### src/sv/dda_pkg.sv
// Shared types and constants for the DDA line rasterizer.
`timescale 1ns / 1ps

package dda_pkg;

   // Input beat function codes.
   localparam logic FUNC_START = 1'b0;
   localparam logic FUNC_STEP  = 1'b1;

   // Controller states.
   typedef enum logic [0:0] {
      ST_IDLE,
      ST_DIVIDE
   } dda_state_type;

   // Commands from the controller to the datapath.
   typedef struct packed {
      logic load;      // capture endpoints and set up the dividers
      logic div_step;  // one quotient bit for both axes
      logic emit;      // output one pixel and advance the accumulators
   } dda_cmd_type;

   // Status from the datapath to the controller.
   typedef struct packed {
      logic steps_zero;  // no pixels left in the current line
      logic div_last;    // the current divide iteration is the final one
   } dda_status_type;

endpackage

### src/sv/dda_ctrl.sv
// Controller state machine for the DDA line rasterizer.
`timescale 1ns / 1ps

module dda_ctrl (
   input  logic                    clock,
   input  logic                    reset,
   input  logic                    req_valid,
   input  logic                    req_func,
   output logic                    req_stall,
   output logic                    rsp_valid,
   input  logic                    rsp_stall,
   output dda_pkg::dda_cmd_type    cmd,
   input  dda_pkg::dda_status_type status
);
   import dda_pkg::*;

   dda_state_type state_ff, state_in;
   logic          rsp_valid_ff, rsp_valid_in;
   logic          accept;
   logic          out_blocked;

   // The output register blocks new beats only while its beat is held.
   assign out_blocked = rsp_valid_ff && rsp_stall;
   assign req_stall   = (state_ff == ST_DIVIDE) || out_blocked;
   assign accept      = req_valid && !req_stall;
   assign rsp_valid   = rsp_valid_ff;

   // State and output-valid registers.
   always_ff @(posedge clock) begin
      if (reset) begin
         state_ff     <= ST_IDLE;
         rsp_valid_ff <= 1'b0;
      end else begin
         state_ff     <= state_in;
         rsp_valid_ff <= rsp_valid_in;
      end
   end

   // Next state and datapath commands.
   always_comb begin
      state_in = state_ff;
      cmd      = '0;
      case (state_ff)
         ST_IDLE: begin
            if (accept && req_func == FUNC_START) begin
               cmd.load = 1'b1;
               state_in = ST_DIVIDE;
            end else if (accept && req_func == FUNC_STEP && !status.steps_zero) begin
               cmd.emit = 1'b1;
            end
         end
         ST_DIVIDE: begin
            cmd.div_step = 1'b1;
            if (status.div_last) begin
               state_in = ST_IDLE;
            end
         end
         default: begin
            state_in = ST_IDLE;
         end
      endcase
      rsp_valid_in = cmd.emit || out_blocked;
   end

   // A start beat always leads into the divide phase.
   assert property (@(posedge clock) disable iff (reset)
      cmd.load |=> state_ff == ST_DIVIDE)
      else $error("start beat did not enter the divide phase");

   // An emitted pixel is presented on the next cycle.
   assert property (@(posedge clock) disable iff (reset)
      cmd.emit |=> rsp_valid_ff)
      else $error("emitted pixel not presented");

   // No pixel is emitted while the increments are being divided.
   assert property (@(posedge clock) disable iff (reset)
      state_ff == ST_DIVIDE |-> !cmd.emit && req_stall)
      else $error("pixel emitted or beat accepted during divide");

endmodule

### src/sv/dda_datapath.sv
// Datapath for the DDA line rasterizer: dividers, accumulators and output register.
`timescale 1ns / 1ps

module dda_datapath #(
   parameter int COORD_BITS = 10,
   parameter int FRAC_BITS  = 16
) (
   input  logic                    clock,
   input  logic                    reset,
   input  dda_pkg::dda_cmd_type    cmd,
   output dda_pkg::dda_status_type status,
   input  logic [COORD_BITS-1:0]   req_x_start,
   input  logic [COORD_BITS-1:0]   req_y_start,
   input  logic [COORD_BITS-1:0]   req_x_end,
   input  logic [COORD_BITS-1:0]   req_y_end,
   output logic [COORD_BITS-1:0]   rsp_pixel_x,
   output logic [COORD_BITS-1:0]   rsp_pixel_y,
   output logic                    rsp_last_pixel
);
   import dda_pkg::*;

   localparam int ACC_W = COORD_BITS + FRAC_BITS;
   localparam int Q_W   = FRAC_BITS + 1;
   localparam int REM_W = COORD_BITS + 1;
   localparam int CNT_W = $clog2(FRAC_BITS + 1);

   logic [ACC_W-1:0]      x_accum_ff, x_accum_in;
   logic [ACC_W-1:0]      y_accum_ff, y_accum_in;
   logic [Q_W-1:0]        x_quot_ff, x_quot_in;
   logic [Q_W-1:0]        y_quot_ff, y_quot_in;
   logic [REM_W-1:0]      x_rem_ff, x_rem_in;
   logic [REM_W-1:0]      y_rem_ff, y_rem_in;
   logic                  x_neg_ff, x_neg_in;
   logic                  y_neg_ff, y_neg_in;
   logic [COORD_BITS-1:0] len_ff, len_in;
   logic [COORD_BITS-1:0] steps_ff, steps_in;
   logic [CNT_W-1:0]      cnt_ff, cnt_in;
   logic [COORD_BITS-1:0] pix_x_ff, pix_x_in;
   logic [COORD_BITS-1:0] pix_y_ff, pix_y_in;
   logic                  last_ff, last_in;

   logic [COORD_BITS:0]   x_diff, y_diff;
   logic [COORD_BITS:0]   x_mag, y_mag;
   logic [REM_W-1:0]      x_shift, y_shift;
   logic [REM_W:0]        x_trial, y_trial;
   logic                  first_iter;
   logic [ACC_W-1:0]      x_step, y_step;
   logic [ACC_W-1:0]      x_init, y_init;
   logic [ACC_W-1:0]      half;

   // Endpoint differences and their magnitudes.
   always_comb begin
      x_diff = {1'b0, req_x_end} - {1'b0, req_x_start};
      y_diff = {1'b0, req_y_end} - {1'b0, req_y_start};
      x_mag  = x_diff[COORD_BITS] ? -x_diff : x_diff;
      y_mag  = y_diff[COORD_BITS] ? -y_diff : y_diff;
   end

   // Start points: coordinate plus one half when the coordinate is non-zero.
   assign half   = ACC_W'(1) << (FRAC_BITS - 1);
   assign x_init = ({req_x_start, {FRAC_BITS{1'b0}}})
                   | ((req_x_start != '0) ? half : '0);
   assign y_init = ({req_y_start, {FRAC_BITS{1'b0}}})
                   | ((req_y_start != '0) ? half : '0);

   // One restoring divide iteration per axis; the first one does not shift.
   assign first_iter = (cnt_ff == '0);
   always_comb begin
      x_shift = first_iter ? x_rem_ff : {x_rem_ff[REM_W-2:0], 1'b0};
      y_shift = first_iter ? y_rem_ff : {y_rem_ff[REM_W-2:0], 1'b0};
      x_trial = {1'b0, x_shift} - {2'b00, len_ff};
      y_trial = {1'b0, y_shift} - {2'b00, len_ff};
   end

   // Signed increments applied as one's complement plus carry.
   assign x_step = ACC_W'(x_quot_ff) ^ {ACC_W{x_neg_ff}};
   assign y_step = ACC_W'(y_quot_ff) ^ {ACC_W{y_neg_ff}};

   // Next values of all datapath registers.
   always_comb begin
      x_accum_in = x_accum_ff;
      y_accum_in = y_accum_ff;
      x_quot_in  = x_quot_ff;
      y_quot_in  = y_quot_ff;
      x_rem_in   = x_rem_ff;
      y_rem_in   = y_rem_ff;
      x_neg_in   = x_neg_ff;
      y_neg_in   = y_neg_ff;
      len_in     = len_ff;
      steps_in   = steps_ff;
      cnt_in     = cnt_ff;
      pix_x_in   = pix_x_ff;
      pix_y_in   = pix_y_ff;
      last_in    = last_ff;
      if (cmd.load) begin
         x_accum_in = x_init;
         y_accum_in = y_init;
         x_neg_in   = x_diff[COORD_BITS];
         y_neg_in   = y_diff[COORD_BITS];
         x_rem_in   = x_mag;
         y_rem_in   = y_mag;
         len_in     = (x_mag >= y_mag) ? x_mag[COORD_BITS-1:0] : y_mag[COORD_BITS-1:0];
         steps_in   = len_in;
         x_quot_in  = '0;
         y_quot_in  = '0;
         cnt_in     = '0;
      end else if (cmd.div_step) begin
         x_rem_in  = x_trial[REM_W] ? x_shift : x_trial[REM_W-1:0];
         y_rem_in  = y_trial[REM_W] ? y_shift : y_trial[REM_W-1:0];
         x_quot_in = {x_quot_ff[Q_W-2:0], !x_trial[REM_W]};
         y_quot_in = {y_quot_ff[Q_W-2:0], !y_trial[REM_W]};
         cnt_in    = cnt_ff + CNT_W'(1);
      end else if (cmd.emit) begin
         pix_x_in   = x_accum_ff[ACC_W-1:FRAC_BITS];
         pix_y_in   = y_accum_ff[ACC_W-1:FRAC_BITS];
         last_in    = (steps_ff == COORD_BITS'(1));
         x_accum_in = x_accum_ff + x_step + ACC_W'(x_neg_ff);
         y_accum_in = y_accum_ff + y_step + ACC_W'(y_neg_ff);
         steps_in   = steps_ff - COORD_BITS'(1);
      end
   end

   // Line state; the step count marks an active line and is reset.
   always_ff @(posedge clock) begin
      if (reset) begin
         steps_ff <= '0;
         cnt_ff   <= '0;
      end else begin
         steps_ff <= steps_in;
         cnt_ff   <= cnt_in;
      end
   end

   // Payload registers.
   always_ff @(posedge clock) begin
      x_accum_ff <= x_accum_in;
      y_accum_ff <= y_accum_in;
      x_quot_ff  <= x_quot_in;
      y_quot_ff  <= y_quot_in;
      x_rem_ff   <= x_rem_in;
      y_rem_ff   <= y_rem_in;
      x_neg_ff   <= x_neg_in;
      y_neg_ff   <= y_neg_in;
      len_ff     <= len_in;
      pix_x_ff   <= pix_x_in;
      pix_y_ff   <= pix_y_in;
      last_ff    <= last_in;
   end

   assign status.steps_zero = (steps_ff == '0);
   assign status.div_last   = (cnt_ff == CNT_W'(FRAC_BITS));

   assign rsp_pixel_x    = pix_x_ff;
   assign rsp_pixel_y    = pix_y_ff;
   assign rsp_last_pixel = last_ff;

endmodule

### src/sv/dda_line_rasterizer_top.sv
// Top level of the DDA line rasterizer: controller and datapath.
`timescale 1ns / 1ps
//
//  Channel  Direction  Handshake             Payload
//  req      in         req_valid/req_stall   func, x_start, y_start, x_end, y_end
//  rsp      out        rsp_valid/rsp_stall   pixel_x, pixel_y, last_pixel
//
// Pixels stream at one per cycle on step beats unless a held result blocks the output.
// During a start beat the restoring divider for the increments produces one
// quotient bit per cycle for both axes at once.
// Reset is synchronous and leaves the block idle with no line active.
// Input is stalled during the divide and while a held result fills the output register.
module dda_line_rasterizer_top #(
   parameter int COORD_BITS = 10,
   parameter int FRAC_BITS  = 16
) (
   input  logic                  clock,
   input  logic                  reset,
   input  logic                  req_valid,
   output logic                  req_stall,
   input  logic                  req_func,
   input  logic [COORD_BITS-1:0] req_x_start,
   input  logic [COORD_BITS-1:0] req_y_start,
   input  logic [COORD_BITS-1:0] req_x_end,
   input  logic [COORD_BITS-1:0] req_y_end,
   output logic                  rsp_valid,
   input  logic                  rsp_stall,
   output logic [COORD_BITS-1:0] rsp_pixel_x,
   output logic [COORD_BITS-1:0] rsp_pixel_y,
   output logic                  rsp_last_pixel
);
   import dda_pkg::*;

   dda_cmd_type    cmd;
   dda_status_type status;

   // Sequencing of beats and divide iterations.
   dda_ctrl u_ctrl (
      .clock     (clock),
      .reset     (reset),
      .req_valid (req_valid),
      .req_func  (req_func),
      .req_stall (req_stall),
      .rsp_valid (rsp_valid),
      .rsp_stall (rsp_stall),
      .cmd       (cmd),
      .status    (status)
   );

   // Arithmetic and storage.
   dda_datapath #(
      .COORD_BITS (COORD_BITS),
      .FRAC_BITS  (FRAC_BITS)
   ) u_datapath (
      .clock          (clock),
      .reset          (reset),
      .cmd            (cmd),
      .status         (status),
      .req_x_start    (req_x_start),
      .req_y_start    (req_y_start),
      .req_x_end      (req_x_end),
      .req_y_end      (req_y_end),
      .rsp_pixel_x    (rsp_pixel_x),
      .rsp_pixel_y    (rsp_pixel_y),
      .rsp_last_pixel (rsp_last_pixel)
   );

endmodule
### config.mk
export PLATFORM = sky130hd
export DESIGN_NAME = dda_line_rasterizer_top
export DESIGN_NICKNAME = d
export VERILOG_FILES = /design/src/sv/dda_pkg.sv /design/src/sv/dda_ctrl.sv /design/src/sv/dda_datapath.sv /design/src/sv/dda_line_rasterizer_top.sv
export SDC_FILE = /design/constraint.sdc
export NUM_CORES = 1
export LEC_CHECK = 0
export ABC_AREA = 1
export BUFFER_PORTS_ARGS = -buffer_cell sky130_fd_sc_hd__buf_2
export CORE_MARGIN = 2
export CORE_UTILIZATION = 55
export DETAILED_ROUTE_END_ITERATION = 10
export PLACE_DENSITY_LB_ADDON = 0.2
export SYNTH_ARGS = -nofsm -noshare
export SYNTH_HDL_FRONTEND = slang
export SYNTH_SLANG_ARGS = --single-unit
export TNS_END_PERCENT = 100
### constraint.sdc
create_clock -name clock -period 4.6 [get_ports clock]
set_input_delay 0.46 -clock clock [delete_from_list [all_inputs] [get_ports clock]]
set_output_delay 0.46 -clock clock [all_outputs]
set_load 0.01 [all_outputs]
==> impl_metrics.ini, run 1 <==
[status]
outcome = completed

[global_route]
grt_antenna_before_repair = 2
grt_pass1_vias = 10200
grt_pass1_wl_um = 49100
grt_remaining_overflow = 0
grt_max_degree = 66
grt_use_total = 0.258

[floorplanning]
num_rows = 54
die_y_um = 152
pin_count = 68
start_util = 0.555
fp.dieW_um = 152
core_um2 = 21700
die-area_um2 = 23100

[setup_path]
crit_path_end_kind = flip-flop
critPathMaxFanout = 20
critPathMaxStageDelay_ns = 0.35
cp_common_cell = nand2_1
critPathKind = reg -> reg
cp.required_ns = 4.75
worstPathArrival_ns = 4.15
r2r_cells = 23
rrSetupSlack_ns = 0.60
crit_slowest_cell = o21ai_0
crit_start = u_datapath.cnt_ff[1]$_SDFFE_PP0P_
worstPathCellList = inv_1 > ha_1 > nand2_1 > nor2_1 > buf_4 > inv_1 > o21ai_0 > inv_1 > ha_1 > nand2_1 > nand2_1 > a21oi_1 > o21ai_0 > nand3_1 > nand2_1 > a21oi_1 > o21bai_1 > nand2_1 > nand4_1 > buf_4 > o21ai_0 > o211ai_1 > o21ai_0
r2r_start = u_datapath.cnt_ff[1]$_SDFFE_PP0P_
reg2reg_to = u_datapath.y_rem_ff[9]$_DFFE_PP_
startpoint_type = flip-flop

[sta]
rsz0062_at_grt = false
hold-worst-slack_ns = 0.333
fin_crit_ns = 4.00
period_share = 0.869
worstMarginPinSlew_ns = 1.03
finalHoldViolCount = 0
max_slew_margin = 0.314
setup_viol = 0
drv_slew = 0
skew_ns = 0.0136
tns_ns = 0
max_clock_freq_mhz = 250

[drt]
via_count = 10700
via_per_inst = 5.56
drtPass1Iterations = 5
antenna_left = 0
drcViolationCount = 0
drt-initial-drc-count = 881
wl_per_cell_um = 15.5
wl_um = 29700

[min_path]
hold_class = in -> reg
hold_end = u_datapath.x_accum_ff[22]$_DFFE_PP_
holdPathStages = 3
hold_start = req_x_start[6]

[cts]
clock_latency_ns = 0.43
cts_buffers = 17
ctsResizeCount = 0
cts_tree = built
clk_pin_slew_ns = 0.07
post_cts_buffers = 0
clkSinkCount = 158
cts_buffer_depth = 2
cts_hold_buf = 0
ctsHtreeMaxLevel = 4
ctsRootBufferMaster = clkbuf_16

[power]
p_leak_nw = 6.40
design_power_total_mw = 6.73
ir_drop_mv = 0.274
powerDensity_nw_per_um2 = 508

[synthesis]
yosys.area_share.simple = 0.218
synthMuxAreaShare = 0.000831
syn_nets = 1723
synth-edff-count = 107
synth-xor-area-share = 0.0559
synth_most_common_cell = nand2_1
synth_seq_cells = 158
synthArstFlopShare = 0
synth_top_family_by_area = simple AND/OR/NAND/NOR gates
synth_top_area_cell = edfxtp_1
yosys-top-cells-area = edfxtp_1 27%, ha_1 11%, nand2_1 11%
synthCells = 1568
yosys.area.top_type_share = 0.267
synth-main-ff-cell = edfxtp_1
synth_compound_area_frac = 0.172
synth_cell_types = 53
ys_seq_area_frac = 0.352
yosys-top-cells-count = 337 x nand2_1, 212 x inv_1, 137 x o21ai_0
ys_warn_count = 0
synth_fa_ha_area_frac = 0.118
synth.avg_cell_area_um2 = 7.68
synth_area_um2 = 12000

[place]
dpl.hpwl_um = 22200
io_buffers = 67
placedCellCount = 1891
gp_congestion = 0.907

[final_layout]
fin_cells = 1924
fin_nets = 1785
layout-drive-gt1-share = 0.110
area_growth_pct = 10.0
post-route-util = 0.611
fillCellCount = 1948

[run]
maxCapViolCount = 0
## final cells by class
class	count	area, um^2	share of cell area
Inverter	221	830	0.0626
Clock inverter	13	96.3	0.00727
Tap cell	280	350	0.0264
Sequential cell	158	4230	0.320
Clock buffer	19	475	0.0359
Timing Repair Buffer	82	448	0.0338
Multi-Input combinational cell	1150	6810	0.514
Antenna cell	1	2.50	0.000189
## logic make-up (layout without fill, tap and decap cells)
kind of cell,count (synthesis),in the layout
AOI/OAI and AO/OA,364,364
xor gates and xnor gates,76,76
adders and majority gates,110,110
buffers and inverters,260,335
DFF,158,158
muxes,1,1
other,0,1
and+or+nand+nor,599,599
## metal layers
layer  GRT usage  vias to the layer above  routed length [um]
met5           0                        -                  16
met4      0.0676                        2                 465
met3      0.0411                       37                1710
met2       0.427                      296               13600
met1       0.353                     4918               14000
li1            -                     5438                   -
## critical path: cells and delay by family (launching register included)
| kind | cells | cell delay, ns |
|---|---|---|
| buf+inv | 5 | 0.80 |
| fa+ha+maj | 2 | 0.45 |
| compound gates | 8 | 1.39 |
| flops | 1 | 0.33 |
| simple gates | 8 | 0.74 |
## sequential cells by signal, indices dropped and copies added, names as in the netlist, 5 cells and up
| signal | cells |
|---|---|
| u_datapath.x_quot_ff | 17 |
| u_datapath.y_accum_ff | 26 |
| u_datapath.len_ff | 10 |
| u_datapath.x_accum_ff | 26 |
| u_datapath.steps_ff | 10 |
| u_datapath.y_rem_ff | 11 |
| u_datapath.cnt_ff | 5 |
| u_datapath.rsp_pixel_y | 10 |
| u_datapath.y_quot_ff | 17 |
| u_datapath.rsp_pixel_x | 10 |
| u_datapath.x_rem_ff | 11 |
## layout by cell type, fill, tap and decap left out, types with 16 or more instances in the layout
| master | count |
|---|---|
| nor3_1 | 16 |
| buf_2 | 67 |
| dfxtp_1 | 51 |
| ha_1 | 104 |
| nand3_1 | 81 |
| o21ai_0 | 137 |
| edfxtp_1 | 107 |
| nand4_1 | 19 |
| inv_1 | 211 |
| nand2_2 | 17 |
| clkbuf_16 | 19 |
| or2_2 | 16 |
| a21oi_1 | 131 |
| nor2_1 | 81 |
| xor2_1 | 61 |
| nand2_1 | 337 |
| a22oi_1 | 32 |
## how the worst max path moves through the flow
stage | end | slack [ns]
6_report | u_datapath.y_rem_ff[9]$_DFFE_PP_ | 0.60
5_1_grt | u_datapath.y_rem_ff[9]$_DFFE_PP_ | 0.14
4_1_cts | u_datapath.x_rem_ff[0]$_DFFE_PP_ | 0.63
3_5_place_dp | u_datapath.len_ff[0]$_DFFE_PP_ | 0.29
3_3_place_gp | u_datapath.len_ff[0]$_DFFE_PP_ | 0.42
2_1_floorplan | u_datapath.len_ff[0]$_DFFE_PP_ | 0.82
## through the flow
step / worst slack (ns) / area (um^2)
after CTS: 0.634 / 13200
after global placement: 0.421 / 12700
after floorplan: 0.816 / 12000
final: 0.604 / 13200
after detailed placement: 0.292 / 12700
after global routing: 0.142 / 13200
## power breakdown
group | internal [mW] | switching [mW]
Combinational | 1.17 | 2.06
Clock | 0.764 | 0.627
Sequential | 1.96 | 0.150
Total | 3.89 | 2.84
Power figures use the tool's default switching activity.
==> inputs of run 2 (changes only) <==
CORE_ASPECT_RATIO = 0.5   (was unset)
==> run 2 against run 1 <==
  * Sequential power about the same
  * Combinational power about the same
  * Critical path depth unchanged
  * Sequential share of layout area about the same
  * Routed wire length increased by 2.6%
  * Register-to-register slack got worse by 0.20 ns
  * Largest cell class unchanged
==> impl_metrics.ini, run 2 (synthesized netlist as in run 1, its figures left out) <==
[status]
outcome = completed

[global_route]
grt_pass1_wl_um = 50600
grt_pass1_vias = 10400
grt_antenna_before_repair = 3
grt_max_degree = 66
grt_remaining_overflow = 0
grt_use_total = 0.277

[drt]
wl_um = 30500
via_count = 10900
wl_per_cell_um = 15.7
drcViolationCount = 0
antenna_left = 0
drt-initial-drc-count = 917
via_per_inst = 5.58
drtPass1Iterations = 5

[sta]
setup_viol = 0
drv_slew = 0
period_share = 0.912
finalHoldViolCount = 0
skew_ns = 0.00873
fin_ws_ns = 0.405
tns_ns = 0
fin_crit_ns = 4.20
max_clock_freq_mhz = 238
max_slew_margin = 0.494
worstMarginPinSlew_ns = 0.758
rsz0062_at_grt = false

[final_layout]
fin_cells = 1946
area_growth_pct = 10.1
fin_nets = 1785
final_common_cell = nand2_1
layout-drive-gt1-share = 0.108
post-route-util = 0.614
reg_top3 = u_datapath.x_accum_ff x26, u_datapath.y_accum_ff x26
stdcell_area_um2 = 13300
fillCellCount = 1988
layout_common_cells = 337 x nand2_1, 211 x inv_1, 137 x o21ai_0, 131 x a21oi_1, 107 x edfxtp_1

[place]
io_buffers = 67
placed_area_um2 = 12700
preCtsSetupSlack_ns = 0.347
dpl.hpwl_um = 22600
placedCellCount = 1911
gp_congestion = 0.911

[setup_path]
path_delay_family = compound AO/OA/AOI/OAI gates
worstPathArrival_ns = 4.34
crit_path_end_kind = flip-flop
crit_slowest_cell = o21ai_0
critPathMaxStageDelay_ns = 0.44
critPathMaxFanout = 20
cp_common_cell = nand2_1
startpoint_type = flip-flop
cp.required_ns = 4.75
worstPathCellList = inv_1 > ha_1 > nand2_1 > nor2_1 > inv_1 > o21ai_0 > inv_1 > ha_1 > nand2_1 > nand2_1 > a21oi_1 > o21ai_0 > nand3_1 > nand2_1 > a21oi_1 > o21bai_1 > nand2_1 > nand4_1 > buf_4 > inv_1 > nand2_1 > nand3_1 > o21ai_0
critPathKind = reg -> reg
critPathBufInv = 5

[cts]
post_cts_buffers = 0
cts_buffers = 17
clock_latency_ns = 0.44
ctsHtreeMaxLevel = 4
cts_buffer_depth = 2
ctsResizeCount = 0
clkSinkCount = 158
ctsRootBufferMaster = clkbuf_16
clk_pin_slew_ns = 0.07
cts_hold_buf = 0
cts_tree = built

[power]
powerDensity_nw_per_um2 = 507
p_leak_nw = 6.39
ir_drop_mv = 0.292

[floorplanning]
num_rows = 38
die_y_um = 109
start_util = 0.558
fp.dieW_um = 213
core_um2 = 21600
pin_count = 68
die-area_um2 = 23200

[min_path]
hold_class = in -> reg

[run]
maxCapViolCount = 0
run 2: path summary, 6_finish.rpt:
path	slack, ns	cells after the start	start	end
worst min-delay path	0.32	3	rsp_stall	u_ctrl.rsp_valid$_SDFF_PP0_
worst min register to register	0.47	0	u_datapath.x_accum_ff[17]$_DFFE_PP_	u_datapath.rsp_pixel_x[1]$_DFFE_PP_
worst max register to register	0.40	23	u_datapath.cnt_ff[1]$_SDFFE_PP0P_	u_datapath.y_rem_ff[0]$_DFFE_PP_
worst max-delay path	0.40	23	u_datapath.cnt_ff[1]$_SDFFE_PP0P_	u_datapath.y_rem_ff[0]$_DFFE_PP_
run 2: per-layer routing:
layer | share of wire | GRT usage | vias to the layer above | routed length, um
met2 | 0.45 | 0.443 | 306 | 13700
met4 | 0.026 | 0.110 | 0 | 796
met3 | 0.051 | 0.0487 | 57 | 1560
met5 | 0 | 0 | - | 0
met1 | 0.47 | 0.376 | 5054 | 14400
li1 | - | - | 5444 | -
run 2: area by class of cell:
class	count	area, um^2	area share
multi-input cells	1150	6810	0.514
diodes	3	7.51	0.000566
clock buffers	18	439	0.0331
well taps	300	375	0.0283
repair buffers	82	448	0.0338
clock inverters	14	114	0.00859
flip-flops and latches	158	4230	0.319
inverters	221	830	0.0626
run 2: stage by stage:
stage | total power, mW | hold slack [ns]
after CTS | 6.70 | 0.296
final | 6.72 | 0.316
after global routing | 7.28 | 0.337
after floorplan | 4.56 | 0.431
after detailed placement | 5.31 | 0.446
after global placement | 5.20 | 0.442
run 2: power breakdown:
group	total, mW	switching, mW	internal (mW)
logic	3.25	2.07	1.17
registers	2.11	0.150	1.96
clock network	1.37	0.614	0.757
run 2: worst min-delay path: stages:
cell and delay [ns]:
buf_2 0.10, nand2_1 0.09, a21oi_1 0.07
